===== config.mk =====
export PLATFORM = sky130hd
export DESIGN_NAME = aad_div
export DESIGN_NICKNAME = d
export VERILOG_FILES = /design/src/rtl/aad_pkg.sv /design/src/rtl/aad_div.sv
export SDC_FILE = /design/constraint.sdc
export NUM_CORES = 1
export LEC_CHECK = 0
export ABC_AREA = 1
export BUFFER_PORTS_ARGS = -buffer_cell sky130_fd_sc_hd__buf_4
export CORE_MARGIN = 2
export CORE_UTILIZATION = 54
export CTS_CLUSTER_SIZE = 30
export DETAILED_ROUTE_END_ITERATION = 10
export PLACE_DENSITY = 0.79
export RECOVER_POWER = 100
export SYNTH_ARGS = -nofsm -noshare
export SYNTH_HDL_FRONTEND = slang
export SYNTH_SLANG_ARGS = --single-unit

===== constraint.sdc =====
create_clock -name clk -period 4.41 [get_ports clk]
set_input_delay 0.441 -clock clk [delete_from_list [all_inputs] [get_ports clk]]
set_output_delay 0.441 -clock clk [all_outputs]
set_load 0.01 [all_outputs]

===== src/rtl/aad_pkg.sv =====
// shared constants, register indexes and divider handshake structs
// for the area-average downscaler; no dependencies
package aad_pkg;

    localparam int MAX_TARGET_WIDTH = 4096;
    localparam int MAX_SOURCE_SIZE  = 4096;

    localparam int REG_W    = 13;
    localparam int COORD_W  = 12;
    localparam int ADDR_W   = $clog2(MAX_TARGET_WIDTH);
    localparam int PIX_W    = 8;
    localparam int SUM_W    = 32;
    localparam int AREA_W   = 25;
    localparam int CNT_W    = $clog2(SUM_W);
    localparam int CFG_IDX_W = 8;

    localparam logic [CFG_IDX_W-1:0] REG_SOURCE_WIDTH  = CFG_IDX_W'(0);
    localparam logic [CFG_IDX_W-1:0] REG_SOURCE_HEIGHT = CFG_IDX_W'(1);
    localparam logic [CFG_IDX_W-1:0] REG_TARGET_WIDTH  = CFG_IDX_W'(2);
    localparam logic [CFG_IDX_W-1:0] REG_TARGET_HEIGHT = CFG_IDX_W'(3);

    typedef struct packed {
        logic              start;
        logic [SUM_W-1:0]  dividend;
        logic [AREA_W-1:0] divisor;
    } div_req_t;

    typedef struct packed {
        logic              busy;
        logic [SUM_W-1:0]  quotient;
        logic [AREA_W-1:0] remainder;
    } div_rsp_t;

endpackage


===== src/rtl/aad_div.sv =====
// restoring divider, one quotient bit per cycle
// depends on aad_pkg
module aad_div
(
    input  logic              clk,
    input  logic              rst_n,
    input  aad_pkg::div_req_t req,
    output aad_pkg::div_rsp_t rsp
);
    import aad_pkg::*;

    logic              busy_reg;
    logic [CNT_W-1:0]  cnt_reg;
    logic [SUM_W-1:0]  quo_reg;
    logic [AREA_W-1:0] rem_reg;
    logic [AREA_W-1:0] dvs_reg;
    logic [AREA_W:0]   shifted;
    logic              fits;

    assign shifted = {rem_reg, quo_reg[SUM_W-1]};
    assign fits    = shifted >= {1'b0, dvs_reg};

    always_ff @(posedge clk or negedge rst_n)
    begin
        if (!rst_n)
        begin
            busy_reg <= 1'b0;
            cnt_reg  <= '0;
        end
        else if (req.start)
        begin
            busy_reg <= 1'b1;
            cnt_reg  <= '0;
        end
        else if (busy_reg)
        begin
            cnt_reg <= cnt_reg + CNT_W'(1);
            if (cnt_reg == CNT_W'(SUM_W - 1))
            begin
                busy_reg <= 1'b0;
            end
        end
    end

    always_ff @(posedge clk)
    begin
        if (req.start)
        begin
            quo_reg <= req.dividend;
            rem_reg <= '0;
            dvs_reg <= req.divisor;
        end
        else if (busy_reg)
        begin
            quo_reg <= {quo_reg[SUM_W-2:0], fits};
            rem_reg <= fits ? AREA_W'(shifted - {1'b0, dvs_reg}) : shifted[AREA_W-1:0];
        end
    end

    assign rsp.busy      = busy_reg;
    assign rsp.quotient  = quo_reg;
    assign rsp.remainder = rem_reg;

    a_bounded_count: assert property (@(posedge clk) disable iff (!rst_n)
        busy_reg |-> cnt_reg <= CNT_W'(SUM_W - 1))
        else $error("divider step count overran");
    a_start_busy: assert property (@(posedge clk) disable iff (!rst_n)
        req.start |=> busy_reg && cnt_reg == '0)
        else $error("divider did not start");
    a_done_len: assert property (@(posedge clk) disable iff (!rst_n)
        $fell(busy_reg) |-> $past(cnt_reg) == CNT_W'(SUM_W - 1))
        else $error("divider finished early");
endmodule

==> results.toml <==
[outcome]
status = "finished with violations"
violations = "max-capacitance violations, max-slew violations"

[route]
wl_per_cell_um = 14.04
ant_nets = 0
drt_iter0_markers = 313
vias = 5165
drc = 0
dr.pass1.iters = 5
wl_mm = 14.45
via_per_inst = 5.019

[clocking]
cts_sinks = 88
clock_latency_ps = 380
cts_buffer_depth = 2
numCtsBuffers = 9
cts_tree = "yes"
htreeDepth = 3
root_buffer = "clkbuf_8"
clk_pin_slew_ps = 100

[sta]
rsz0062_at_grt = "false"
tightest_slew_ps = 2234
fin_skew_ps = 12.06
period_minus_slack_ps = 3200
whs_ps = 251.3
slew_headroom_pct = -48.91
final-setup-viol-count = 0
setup_tns_ps = 0
finalHoldViolCount = 0
timing.fmax_ghz = 0.3125
report.final.slew_viol_count = 43
period_share_pct = 72.56

[setup_path]
cp_data_arrival_time_ps = 3400
setup.worst_path.class = "reg -> reg"
cp-start-kind = "flop"
r2r_slack_ps = 1210
r2r_cells = 10
worstReg2RegStart = "dvs_reg[22]"
worstPathMaxFanout = 28
required_ps = 4610
cp-end-kind = "flop"
r2r-end = "rem_reg[5]"

[synthesis]
yosysUniqueCellTypes = 36
yosysSeqAreaShare_pct = 42.02
synth.cell_area_um2 = 5622
syn_inst = 773
synth_fp_nets = 861
syn_avg_cell_area_um2 = 7.272
synth-seq-cells = 88
yosysWarnings = 0

[cells_and_area]
fill_cells = 1011
mostFrequentLayoutCells = "312 x nand2_1, 133 x inv_1, 63 x clkbuf_1"
ff_latch_area_um2 = 2362
nets = 976
final_common_cell = "nand2_1"
n_antenna_cell = 0
multi_input_area_um2 = 2618
fin_cells = 1029
area_growth_pct = 16.56
drive_gt1_share_pct = 11.65
largest_reg_flops = 32

[die]
start_util_pct = 54.95
dieWidth_um = 106.0
rows = 37
die_area_um2 = 11240
core_um2 = 10230
die_h_um = 106.0
io_pins = 118

[global_routing]
grt_start_max_net_pins = 63
grtUsageTotal_pct = 26.46
antenna_found_initial = 0
grt_pass1_vias = 4945
grt_overflow = 0
grt_pass1_wl_mm = 23.62

[power_and_ir_drop]
switching_share_pct = 43.72
power_mw = 3.259
seqPwrFrac_pct = 34.5
ir_worst_vdd_mv = 0.2893
p_switching_mw = 1.425
clockPowerShare_pct = 17.6
p_int_mw = 1.834
p_comb_share_pct = 47.9
p_per_area_nw_per_um2 = 497.4
power_leakage_nw = 3.453

[placed_design]
gp_congestion = 0.9454
portBuffers = 117
dp_cells = 1012
dp_hpwl_mm = 10.86

[min_path]
min_to = "dvs_reg[19]"
worst_hold_path_type = "in -> reg"
worstHoldStart = "req[19]"
hold_path_depth = 1

[run]
cap_violations = 1
==> synth_stat cells <==
cell type / n / area share (%)
nand3_1: 53 / 4.7
a31oi_1: 2 / 0.22
dfrtp_1: 6 / 2.7
nand3b_1: 11 / 1.5
o21ai_1: 7 / 0.62
a21oi_1: 19 / 1.7
a22o_1: 1 / 0.16
clkbuf_1: 11 / 0.73
inv_1: 133 / 8.9
buf_2: 3 / 0.27
or2_2: 1 / 0.11
nor2_4: 1 / 0.20
nand2_2: 5 / 0.56
nand4_1: 8 / 0.89
fa_1: 1 / 0.36
nor4_1: 2 / 0.22
nand2_1: 311 / 21
nand2_4: 1 / 0.20
o21ai_2: 2 / 0.31
nor2_1: 27 / 1.8
buf_4: 2 / 0.27
xnor2_1: 9 / 1.4
nand3_2: 13 / 2.3
buf_6: 2 / 0.40
nor3_1: 9 / 0.80
clkinv_1: 1 / 0.067
o21ai_0: 6 / 0.53
edfxtp_1: 57 / 30
nand3b_4: 1 / 0.36
a21oi_2: 1 / 0.16
ha_1: 27 / 6.0
and2_1: 2 / 0.22
nor2_2: 5 / 0.56
inv_2: 6 / 0.40
xor2_1: 2 / 0.31
dfxtp_1: 25 / 8.9
==> layout make-up <==
| class | instances | area share [%] |
|---|---|---|
| repair buffers | 122 | 10.52 |
| inverters | 140 | 8.020 |
| flip-flops and latches | 88 | 36.05 |
| clock buffers | 11 | 2.005 |
| well taps | 136 | 2.597 |
| clock inverters | 5 | 0.8593 |
| multi-input cells | 527 | 39.95 |
==> power groups by stage <==
stage	sequential [mW]	clock (mW)	combinational [mW]
floorplan	1.17	0	1.12
global placement	1.14	0	1.61
detailed placement	1.14	0	1.65
CTS	1.13	0.583	1.65
global route	1.14	0.611	1.76
finish	1.12	0.574	1.56
==> how the worst max path moves through the flow <==
stage               cells past startpoint          to   startpoint
floorplan                               4  quo_reg[0]      req[57]
global placement                        4  quo_reg[0]      req[57]
detailed placement                      4  quo_reg[0]      req[57]
CTS                                    10  rem_reg[5]  dvs_reg[22]
global route                           10  rem_reg[6]  dvs_reg[22]
finish                                 10  rem_reg[5]  dvs_reg[22]
==> cell families (layout without fill, tap and decap cells) <==
family	after synthesis	in the layout	synth area share, %
buffers and inverters	158	278	11.02
adder cells (fa/ha/maj)	28	28	6.365
AO/OA/AOI/OAI	38	38	3.695
XOR/XNOR	11	11	1.714
AND/OR/NAND/NOR	450	450	35.19
flip-flops	88	88	42.02
==> critical path, cell delays in order, from the launching register on <==
cell      delay (ps)
edfxtp_1         330
inv_1             40
ha_1             360
nand2_1          120
nor3_1           230
nand2_1          150
nand3b_4         440
nand2_1          970
nand2_1          150
nand3_1          140
o21ai_2           70
==> routing by layer <==
layer	vias up	global-route usage, %	share of wire, %
met3	14	5.334	5.4
met5	-	0	0
li1	2647	-	-
met2	137	43.96	47
met4	0	7.707	1.2
met1	2367	35.13	46
==> per-stage QoR <==
| stage | utilization (%) | setup WS (ps) | instance area (µm²) |
|---|---|---|---|
| 2_1_floorplan | - | 1932 | 5622 |
| 3_3_place_gp | 64.57 | 1861 | 6606 |
| 3_5_place_dp | 64.57 | 1718 | 6606 |
| 4_1_cts | 66.50 | 1839 | 6804 |
| 5_1_grt | 64.05 | 831.4 | 6553 |
| 6_report | 64.05 | 1210 | 6553 |
==> timing repair <==
| item | 4_1_cts | 5_1_grt |
|---|---|---|
| gates resized for setup | 0 | 0 |
| setup buffers | 0 | 0 |
| hold buffers | 1 | 0 |
| hold endpoints to repair | 6 | 0 |
Power figures use the tool's default switching activity.
