`src/rtl/aad_ram.sv`:
```
// generic single-port synchronous ram with registered read
// no dependencies
module aad_ram #(
    parameter int WIDTH = 8,
    parameter int DEPTH = 16
) (
    input  logic                     clk,
    input  logic                     we,
    input  logic [$clog2(DEPTH)-1:0] addr,
    input  logic [WIDTH-1:0]         wdata,
    output logic [WIDTH-1:0]         rdata
);
    logic [WIDTH-1:0] mem [DEPTH];

    always_ff @(posedge clk)
    begin
        if (we)
        begin
            mem[addr] <= wdata;
        end
        rdata <= mem[addr];
    end
endmodule

```
`config.mk`:
```
export PLATFORM = sky130hd
export DESIGN_NAME = aad_ram
export DESIGN_NICKNAME = d
export VERILOG_FILES = /design/src/rtl/aad_ram.sv
export SDC_FILE = /design/constraint.sdc
export NUM_CORES = 1
export LEC_CHECK = 0
export ABC_CLOCK_PERIOD_IN_PS = 1700
export BUFFER_PORTS_ARGS = -buffer_cell sky130_fd_sc_hd__clkbuf_2
export CORE_ASPECT_RATIO = 1.5
export CORE_MARGIN = 2
export CORE_UTILIZATION = 50
export CTS_BUF_LIST = sky130_fd_sc_hd__clkbuf_4 sky130_fd_sc_hd__clkbuf_8 sky130_fd_sc_hd__clkbuf_16
export DETAILED_ROUTE_END_ITERATION = 7
export PLACE_DENSITY = 0.69
export SYNTH_ARGS = -nofsm -noshare
export SYNTH_HDL_FRONTEND = slang
export SYNTH_SLANG_ARGS = --single-unit
export TNS_END_PERCENT = 50
```
`constraint.sdc`:
```
create_clock -name clk -period 1.7 [get_ports clk]
set_input_delay 0.255 -clock clk [delete_from_list [all_inputs] [get_ports clk]]
set_output_delay 0.255 -clock clk [all_outputs]
set_load 0.01 [all_outputs]
```
==> results.sh, run 1 <==
export IMPL_fin_ws_ps=373
export IMPL_finClkSkew_ps=3.35
export IMPL_drt_wl_total_mm=9.23
export IMPL_cap_violations=0
export IMPL_gp_congestion=0.753
export IMPL_numCtsBuffers=17
export IMPL_cts_tree="built"
export IMPL_htree_num_levels=4
export IMPL_finalSetupViolations=0
export IMPL_relSlewSlack_pct=47.0
export IMPL_yosysWarnings=0
export IMPL_insertion_delay_ps=410
export IMPL_hold_viol=0
export IMPL_power_leakage_nw=2.08
export IMPL_crit_arrival_ps=1620
export IMPL_period_share_pct=78.0
export IMPL_reg2reg_depth=3
export IMPL_status="finished clean"
export IMPL_drtIter0Drc=184
export IMPL_ys_top_cells_by_area="edfxtp_1, mux4_2, dfxtp_1, a22oi_1, nor2_1"
export IMPL_worst_pin_slew_ps=793
export IMPL_cp_max_fo=1
export IMPL_final_cell_area_um2=6100
export IMPL_path_class="reg -> reg"
export IMPL_fin_setup_tns_ps=0
export IMPL_fmax_mhz=754
export IMPL_synth_most_common_cell="edfxtp_1"
export IMPL_startpoint_type="register"
export IMPL_cts_setup_buffers=0
export IMPL_grt_overflow_total=0
export IMPL_antenna_found_initial=0
export IMPL_cellPowerDensity_nw_per_um2=1260
export IMPL_via_per_inst=5.68
export IMPL_ff_latch_area_um2=4000
export IMPL_dieWidth_um=86.2
export IMPL_ir_worst_vdd_uv=730
export IMPL_grt_pass1_vias=2654
export IMPL_cts_hold_buf=0
export IMPL_grt_start_max_net_pins=40
export IMPL_finalNetCount=301
export IMPL_multiInputGateArea_um2=1010
export IMPL_yosysTopAreaCell="edfxtp_1"
export IMPL_ys_flop_type="edfxtp_1"
export IMPL_min_period_ps=1330
export IMPL_drv_slew=0
export IMPL_grt_use_total_pct=19.2
export IMPL_clock_path_buffers=2
export IMPL_pin_count=22
export IMPL_grt_pass1_wl_mm=14.7
export IMPL_cts_resized_gates=0
export IMPL_coreArea_um2=10000
export IMPL_max_stage_delay_ps=470
export IMPL_rows=45
export IMPL_wire_per_inst_um=22.1
export IMPL_diodes=0
export IMPL_nFillCells=709
export IMPL_end_kind="register"
export IMPL_critPathRequiredTime_ps=1990
export IMPL_placedInstanceArea_um2=5510
export IMPL_rsz0062_at_grt="false"
export IMPL_drtPass1Iterations=4
export IMPL_synthArstFlopShare_pct=0
export IMPL_post_place_ws_ps=-51.7
export IMPL_syn2layout_area_growth_pct=20.3
export IMPL_synth_top_area_share_pct=75.9
export IMPL_dieArea_um2=11000
export IMPL_cts_root_buf="clkbuf_16"
export IMPL_ys_ff_latch=136
export IMPL_synth_cell_types=18
export IMPL_netlist_instances=230
export IMPL_syn_nets=244
export IMPL_holdWs_ps=240
export IMPL_min_path_type="in -> reg"
export IMPL_vias=2369
export IMPL_synth_common_cells="edfxtp_1, mux4_2, a22oi_1, nor2_1, nand2_1"
export IMPL_cts_sinks=136
export IMPL_synth_edff_count=128
export IMPL_netlist_area_um2=5070
export IMPL_die_height_um=127
export IMPL_synth_seq_area_share_pct=79.0
export IMPL_clk_transition_reported_paths_ps=50
export IMPL_detail_route_antenna_nets=0
export IMPL_drc_errors=0
export IMPL_cpMaxStageDelayCell="mux4_2"
export IMPL_port_buffers=21
export IMPL_drive_above_1_share_pct=38.0
export IMPL_initial_core_util_pct=50.6
export IMPL_syn_area_per_cell_um2=22.0
export IMPL_min_path_cells=1
export IMPL_crit_chain="mux4_2 > a22oi_1 > nand2_1"
export IMPL_place_hpwl_mm=6.11
[worst paths after layout]
check              from   endpoint  slack (ps)
max           mem[1][3]   rdata[3]         370
min            wdata[4]  mem[7][4]         240
max reg2reg   mem[1][3]   rdata[3]         370
min reg2reg  mem[15][0]   rdata[0]         670
[registers in the layout, indices dropped and copies added, names as in the netlist]
| name | count |
|---|---|
| mem | 128 |
| rdata | 8 |
[final cells by class]
type / count / area share, %
timing repair buffer: 49 / 5.79
tap: 117 / 2.40
multi-input combinational: 83 / 16.5
sequential: 136 / 65.7
clock buffer: 17 / 6.98
clock inverter: 15 / 2.61
[power breakdown]
part           switching, W  internal [W]
sequential        0.0000236       0.00375
combinational      0.000201      0.000164
clock               0.00128       0.00228
total               0.00151       0.00619
[routing by layer]
metal / vias to the layer above / wire, um / GRT usage [%]
li1: 1074 / - / -
met1: 1231 / 3520 / 21.8
met2: 52 / 5240 / 33.2
met3: 12 / 345 / 6.01
met4: 0 / 131 / 8.18
met5: - / 0 / 0
[logic make-up (layout without fill, tap and decap cells)]
family                 after synthesis  count (layout)  share of synthesized area, %
multiplexers                        32              32                          14.2
buffers and inverters               11              81                          1.19
AND/OR/NAND/NOR                     35              35                          3.21
AO/OA/AOI/OAI                       16              16                          2.37
flip-flops                         136             136                          79.0
[layout by cell type, fill, tap and decap left out]
| cell type | synthesis | final |
|---|---|---|
| clkinv_4 | 0 | 1 |
| clkinv_1 | 0 | 1 |
| buf_12 | 0 | 3 |
| nand3_1 | 1 | 1 |
| clkbuf_2 | 1 | 21 |
| or3b_2 | 1 | 1 |
| inv_6 | 0 | 1 |
| mux4_2 | 32 | 32 |
| clkbuf_16 | 0 | 17 |
| and2_1 | 1 | 1 |
| nor3_2 | 0 | 1 |
| nor2b_1 | 2 | 2 |
| clkinvlp_4 | 0 | 1 |
| nand2_1 | 9 | 9 |
| nor2_1 | 13 | 13 |
| edfxtp_1 | 128 | 128 |
| clkinv_2 | 0 | 8 |
| dfxtp_1 | 8 | 8 |
| nand2b_1 | 2 | 2 |
| nand3b_1 | 2 | 2 |
| nor3_1 | 4 | 3 |
| bufinv_16 | 0 | 3 |
| a22oi_1 | 16 | 16 |
| buf_4 | 0 | 25 |
[per-stage QoR]
step / total power (W) / utilization, % / cells
2_1_floorplan: 0.00404 / - / 230
3_3_place_gp: 0.00420 / 55.0 / 385
3_5_place_dp: 0.00421 / 55.0 / 385
4_1_cts: 0.00775 / 60.8 / 417
5_1_grt: 0.00791 / 60.8 / 417
6_report: 0.00770 / 60.8 / 417
[worst max-delay path: cells and delay by family, from the launching register on]
| family | cells | cell delay [ps] |
|---|---|---|
| AO/OA/AOI/OAI | 1 | 260 |
| AND/OR/NAND/NOR | 1 | 100 |
| flip-flops | 1 | 380 |
| multiplexers | 1 | 470 |
Note: power is estimated with default switching activity, not from simulation.
==> inputs of run 2 (changes only) <==
--- a/config.mk
+++ b/config.mk
@@ -5,14 +5,14 @@
 export SDC_FILE = /design/constraint.sdc
 export NUM_CORES = 1
 export LEC_CHECK = 0
-export ABC_CLOCK_PERIOD_IN_PS = 1700
+export ABC_CLOCK_PERIOD_IN_PS = 1230
 export BUFFER_PORTS_ARGS = -buffer_cell sky130_fd_sc_hd__clkbuf_2
 export CORE_ASPECT_RATIO = 1.5
 export CORE_MARGIN = 2
 export CORE_UTILIZATION = 50
 export CTS_BUF_LIST = sky130_fd_sc_hd__clkbuf_4 sky130_fd_sc_hd__clkbuf_8 sky130_fd_sc_hd__clkbuf_16
 export DETAILED_ROUTE_END_ITERATION = 7
-export PLACE_DENSITY = 0.69
+export PLACE_DENSITY = 0.67
 export SYNTH_ARGS = -nofsm -noshare
 export SYNTH_HDL_FRONTEND = slang
 export SYNTH_SLANG_ARGS = --single-unit
==> constraint.sdc (replaced) <==
create_clock -name clk -period 1.23 [get_ports clk]
set_input_delay 0.1845 -clock clk [delete_from_list [all_inputs] [get_ports clk]]
set_output_delay 0.1845 -clock clk [all_outputs]
set_load 0.01 [all_outputs]
==> run 2 against run 1 <==
Net effect:
- flip-flop and latch count stayed put
- final cell count is 1.2% higher
- largest power group is now clock
- worst setup slack worse by 430 ps
- the flow now finishes with violations (negative setup slack)
- critical endpoint is now rdata[7]
==> results.sh, run 2 (same netlist as run 1, synthesis figures left out) <==
export IMPL_min_period_ps=1280
export IMPL_clock_path_buffers=2
export IMPL_cts_hold_buf=0
export IMPL_rrSetupSlack_ps=-50
export IMPL_grt_met1_usage_pct=23.3
export IMPL_reg2reg_depth=3
export IMPL_min_path_type="in -> reg"
export IMPL_htree_num_levels=4
export IMPL_largest_register="mem"
export IMPL_startpoint_type="register"
export IMPL_place_hpwl_mm=6.65
export IMPL_cap_violations=0
export IMPL_cts_sinks=136
export IMPL_use_met3_pct=4.91
export IMPL_finalNetCount=306
export IMPL_holdPathEnd="mem[4][2]"
export IMPL_rr_endpoint="rdata[7]"
export IMPL_vias=2480
export IMPL_die_height_um=127
export IMPL_r2r_start="mem[11][7]"
export IMPL_dieArea_um2=11000
export IMPL_grt_start_max_net_pins=19
export IMPL_fmax_mhz=780
export IMPL_finalSetupViolations=8
export IMPL_crit_arrival_ps=1560
export IMPL_min_path_cells=1
export IMPL_coreArea_um2=10000
export IMPL_drtIter0Drc=184
export IMPL_final_common_cell="edfxtp_1"
export IMPL_antenna_found_initial=0
export IMPL_violations="negative setup slack"
export IMPL_gp_congestion=0.774
export IMPL_clk_transition_reported_paths_ps=60
export IMPL_critPathRequiredTime_ps=1510
export IMPL_path_class="reg -> reg"
export IMPL_multiInputGateArea_um2=1180
export IMPL_crit_path_start="mem[11][7]"
export IMPL_grt_pass1_vias=2623
export IMPL_rows=45
export IMPL_relSlewSlack_pct=36.9
export IMPL_grt_use_met2_pct=35.1
export IMPL_ff_latch_area_um2=4000
export IMPL_power_leakage_nw=2.17
export IMPL_grt_overflow_total=0
export IMPL_top_regs="mem (128), rdata (8)"
export IMPL_cts_root_buf="clkbuf_16"
export IMPL_grt_use_total_pct=20.0
export IMPL_cellPowerDensity_nw_per_um2=1720
export IMPL_power_w=0.0112
export IMPL_rsz0062_at_grt="true"
export IMPL_grt_busiest_layer="met2"
export IMPL_cts_tree="built"
export IMPL_detail_route_antenna_nets=0
export IMPL_syn2layout_area_growth_pct=28.8
export IMPL_initial_core_util_pct=50.6
export IMPL_drive_above_1_share_pct=47.9
export IMPL_hold_viol=0
export IMPL_drtPass1Iterations=4
export IMPL_drv_slew=0
export IMPL_pin_count=22
export IMPL_largest_register_ffs=128
export IMPL_wire_per_inst_um=23.3
export IMPL_hp_start="wdata[2]"
export IMPL_via_per_inst=5.88
export IMPL_drc_errors=0
export IMPL_fin_ws_ps=-51.8
export IMPL_fin_setup_tns_ps=-186
export IMPL_mostFrequentLayoutCells="edfxtp_1, mux4_2, clkbuf_2"
export IMPL_diodes=0
export IMPL_numCtsBuffers=17
export IMPL_port_buffers=21
export IMPL_dieWidth_um=86.2
export IMPL_drt_wl_total_mm=9.84
export IMPL_nFillCells=651
export IMPL_period_share_pct=104
export IMPL_status="finished with violations"
export IMPL_insertion_delay_ps=410
export IMPL_finClkSkew_ps=6.25
export IMPL_grt_pass1_wl_mm=15.2
export IMPL_worst_pin_slew_ps=945
export IMPL_cts_setup_buffers=0
export IMPL_end_kind="register"
export IMPL_cp_max_fo=1
export IMPL_ir_worst_vdd_uv=1060
-- run 2: cell count changes in the layout (fill, tap and decap cells not counted), moves of 8 or more --
| cell | before | now |
|---|---|---|
| buf_4 | 25 | 17 |
| nor2_4 | 0 | 12 |
| a22oi_2 | 0 | 8 |
| buf_12 | 3 | 16 |
| a22oi_1 | 16 | 8 |
| nor2_1 | 13 | 1 |
-- run 2: how the worst max path moves through the flow --
stage / endpoint / slack, ps
final: rdata[7] / -50
after global routing: rdata[2] / -90
after CTS: rdata[7] / -50
after detailed placement: rdata[2] / -350
after global placement: rdata[4] / -340
after floorplan: rdata[1] / -100
-- run 2: per-stage QoR --
stage               utilization [%]  area, um2  hold WS (ps)  setup WS, ps  std cells
detailed placement             58.3       5840           582          -346        390
global route                   65.1       6530           215         -89.4        422
finish                         65.1       6530           179         -51.8        422
floorplan                         -       5210           283         -99.0        230
CTS                            65.0       6520           172         -46.0        422
global placement               58.3       5840           576          -339        390
-- run 2: power breakdown --
group	leakage, nW	internal [W]	switching [W]
logic	0.629	0.000272	0.000324
registers	1.22	0.00518	0.0000348
clock network	0.318	0.00361	0.00179
total	2.17	0.00906	0.00215
-- run 2: layer usage --
metal	part of all wire (%)	up-vias
met4	1.2	0
li1	-	1099
met1	37	1300
met2	58	72
met5	0	-
met3	4.6	9
-- run 2: worst max-delay path: stages, from the launching register on --
cell	delay, ps
edfxtp_1	350
mux4_2	480
a22oi_2	220
nand2_1	110
-- run 2: what timing repair did --
action	4_1_cts	5_1_grt
resized for setup	6	2
endpoints found under the setup margin	8	8
cloned	0	0
pin swaps	7	4
-- run 2: area by class of cell --
class,count,area share (%)
sequential,136,61.4
multi-input combinational,83,18.0
timing repair buffer,54,8.48
clock buffer,22,7.38
clock inverter,10,2.51
tap,117,2.24
==> inputs of run 3 (changes only) <==
--- a/config.mk
+++ b/config.mk
@@ -12,7 +12,7 @@
 export CORE_UTILIZATION = 50
 export CTS_BUF_LIST = sky130_fd_sc_hd__clkbuf_4 sky130_fd_sc_hd__clkbuf_8 sky130_fd_sc_hd__clkbuf_16
 export DETAILED_ROUTE_END_ITERATION = 7
-export PLACE_DENSITY = 0.67
+export PLACE_DENSITY = 0.7
 export SYNTH_ARGS = -nofsm -noshare
 export SYNTH_HDL_FRONTEND = slang
 export SYNTH_SLANG_ARGS = --single-unit
==> run 3 against run 2 <==
Net effect:
- the run still ends with negative setup slack left
- critical path depth stayed put
- global-route usage is 1.2 points lower
- fmax is 2.2% higher
- largest cell class unchanged
- highest routed layer unchanged
==> results.sh, run 3 (same netlist as run 1, synthesis figures left out) <==
export IMPL_startpoint_type="register"
export IMPL_min_period_ps=1250
export IMPL_dieWidth_um=86.2
export IMPL_fin_setup_tns_ps=-73.1
export IMPL_holdWs_ps=192
export IMPL_drtIter0Drc=157
export IMPL_grt_pass1_wl_mm=14.5
export IMPL_drv_slew=0
export IMPL_rr_endpoint="rdata[7]"
export IMPL_die_height_um=127
export IMPL_cap_violations=0
export IMPL_cellPowerDensity_nw_per_um2=1680
export IMPL_min_path_type="in -> reg"
export IMPL_vias=2392
export IMPL_grt_overflow_total=0
export IMPL_gp_congestion=0.774
export IMPL_port_buffers=21
export IMPL_largest_register="mem"
export IMPL_insertion_delay_ps=410
export IMPL_via_per_inst=5.71
export IMPL_ir_worst_vdd_uv=1100
export IMPL_hp_start="wdata[4]"
export IMPL_largest_register_ffs=128
export IMPL_critPathRequiredTime_ps=1520
export IMPL_finalNetCount=303
export IMPL_drtPass1Iterations=4
export IMPL_crit_path_start="mem[3][7]"
export IMPL_numCtsBuffers=17
export IMPL_violations="negative setup slack"
export IMPL_worst_pin_slew_ps=917
export IMPL_clk_transition_reported_paths_ps=50
export IMPL_r2r_start="mem[3][7]"
export IMPL_syn2layout_area_growth_pct=26.8
export IMPL_cp_max_fo=1
export IMPL_drc_errors=0
export IMPL_htree_num_levels=4
export IMPL_place_hpwl_mm=6.34
export IMPL_hold_viol=0
export IMPL_rrSetupSlack_ps=-20
export IMPL_grt_start_max_net_pins=22
export IMPL_grt_pass1_vias=2591
export IMPL_antenna_found_initial=0
export IMPL_cts_sinks=136
export IMPL_finClkSkew_ps=4.68
export IMPL_cts_root_buf="clkbuf_16"
export IMPL_wire_per_inst_um=21.7
export IMPL_utilization_pct=64.1
export IMPL_nFillCells=664
export IMPL_fin_ws_ps=-24.2
export IMPL_drt_wl_total_mm=9.10
export IMPL_power_leakage_nw=2.13
export IMPL_coreArea_um2=10000
export IMPL_fmax_mhz=797
export IMPL_cts_tree="built"
export IMPL_drive_above_1_share_pct=47.0
export IMPL_end_kind="register"
export IMPL_mostFrequentLayoutCells="edfxtp_1, mux4_2, clkbuf_2"
export IMPL_period_share_pct=102
export IMPL_crit_end="rdata[7]"
export IMPL_reg2reg_depth=3
export IMPL_crit_arrival_ps=1550
export IMPL_relSlewSlack_pct=38.7
export IMPL_rows=45
export IMPL_rsz0062_at_grt="true"
export IMPL_grt_use_total_pct=18.8
export IMPL_diodes=0
export IMPL_pin_count=22
export IMPL_path_class="reg -> reg"
export IMPL_dieArea_um2=11000
export IMPL_top_regs="mem (128), rdata (8)"
export IMPL_clock_path_buffers=2
export IMPL_initial_core_util_pct=50.6
export IMPL_final_common_cell="edfxtp_1"
export IMPL_status="finished with violations"
export IMPL_detail_route_antenna_nets=0
export IMPL_finalSetupViolations=4
[run 3: routing by layer]
metal	part of all wire (%)	global-route usage, %
met1	38	21.9
met2	57	32.6
met3	3.2	5.10
met4	1.8	8.00
met5	0	0
[run 3: layout make-up]
type,count,area [um2],area share (%)
Timing Repair Buffer,51,505,7.87
Clock inverter,13,151,2.36
Sequential cell,136,4000,62.3
Clock buffer,19,440,6.86
Tap cell,117,146,2.28
Multi-Input combinational cell,83,1180,18.3
[run 3: timing repair]
| item | 4_1_cts | 5_1_grt |
|---|---|---|
| endpoints found under the setup margin | 8 | 8 |
| hold endpoints to repair | 0 | 0 |
| hold buffers | 0 | 0 |
| buffers inserted | 0 | 0 |
| resized for setup | 8 | 0 |
| pin swaps | 10 | 1 |
[run 3: worst max-delay path, stage by stage, from the launching register on]
cell and delay, ps:
edfxtp_1 360, mux4_2 490, a22oi_2 210, nand2_1 70
[run 3: worst min path at each step]
stage          depth (start not counted)  slack, ps    endpoint
2_1_floorplan                          0        280   mem[0][0]
5_1_grt                                1        210   mem[7][6]
3_5_place_dp                           1        570    rdata[6]
6_report                               1        190   mem[6][4]
4_1_cts                                1        180  mem[10][4]
3_3_place_gp                           1        570   mem[6][4]
[run 3: per-stage QoR]
stage / std cells / instance area (um2) / total power [W] / worst slack [ps]
2_1_floorplan: 230 / 5210 / 0.00562 / -99.0
3_3_place_gp: 387 / 5790 / 0.00588 / -358
3_5_place_dp: 387 / 5790 / 0.00590 / -376
4_1_cts: 419 / 6420 / 0.0109 / -17.2
5_1_grt: 419 / 6420 / 0.0111 / -103
6_report: 419 / 6420 / 0.0108 / -24.2
[run 3: report_power, final]
part,total [W],internal [W],switching (W)
registers,0.00521,0.00518,0.0000297
clock network,0.00498,0.00321,0.00177
logic,0.000600,0.000280,0.000320
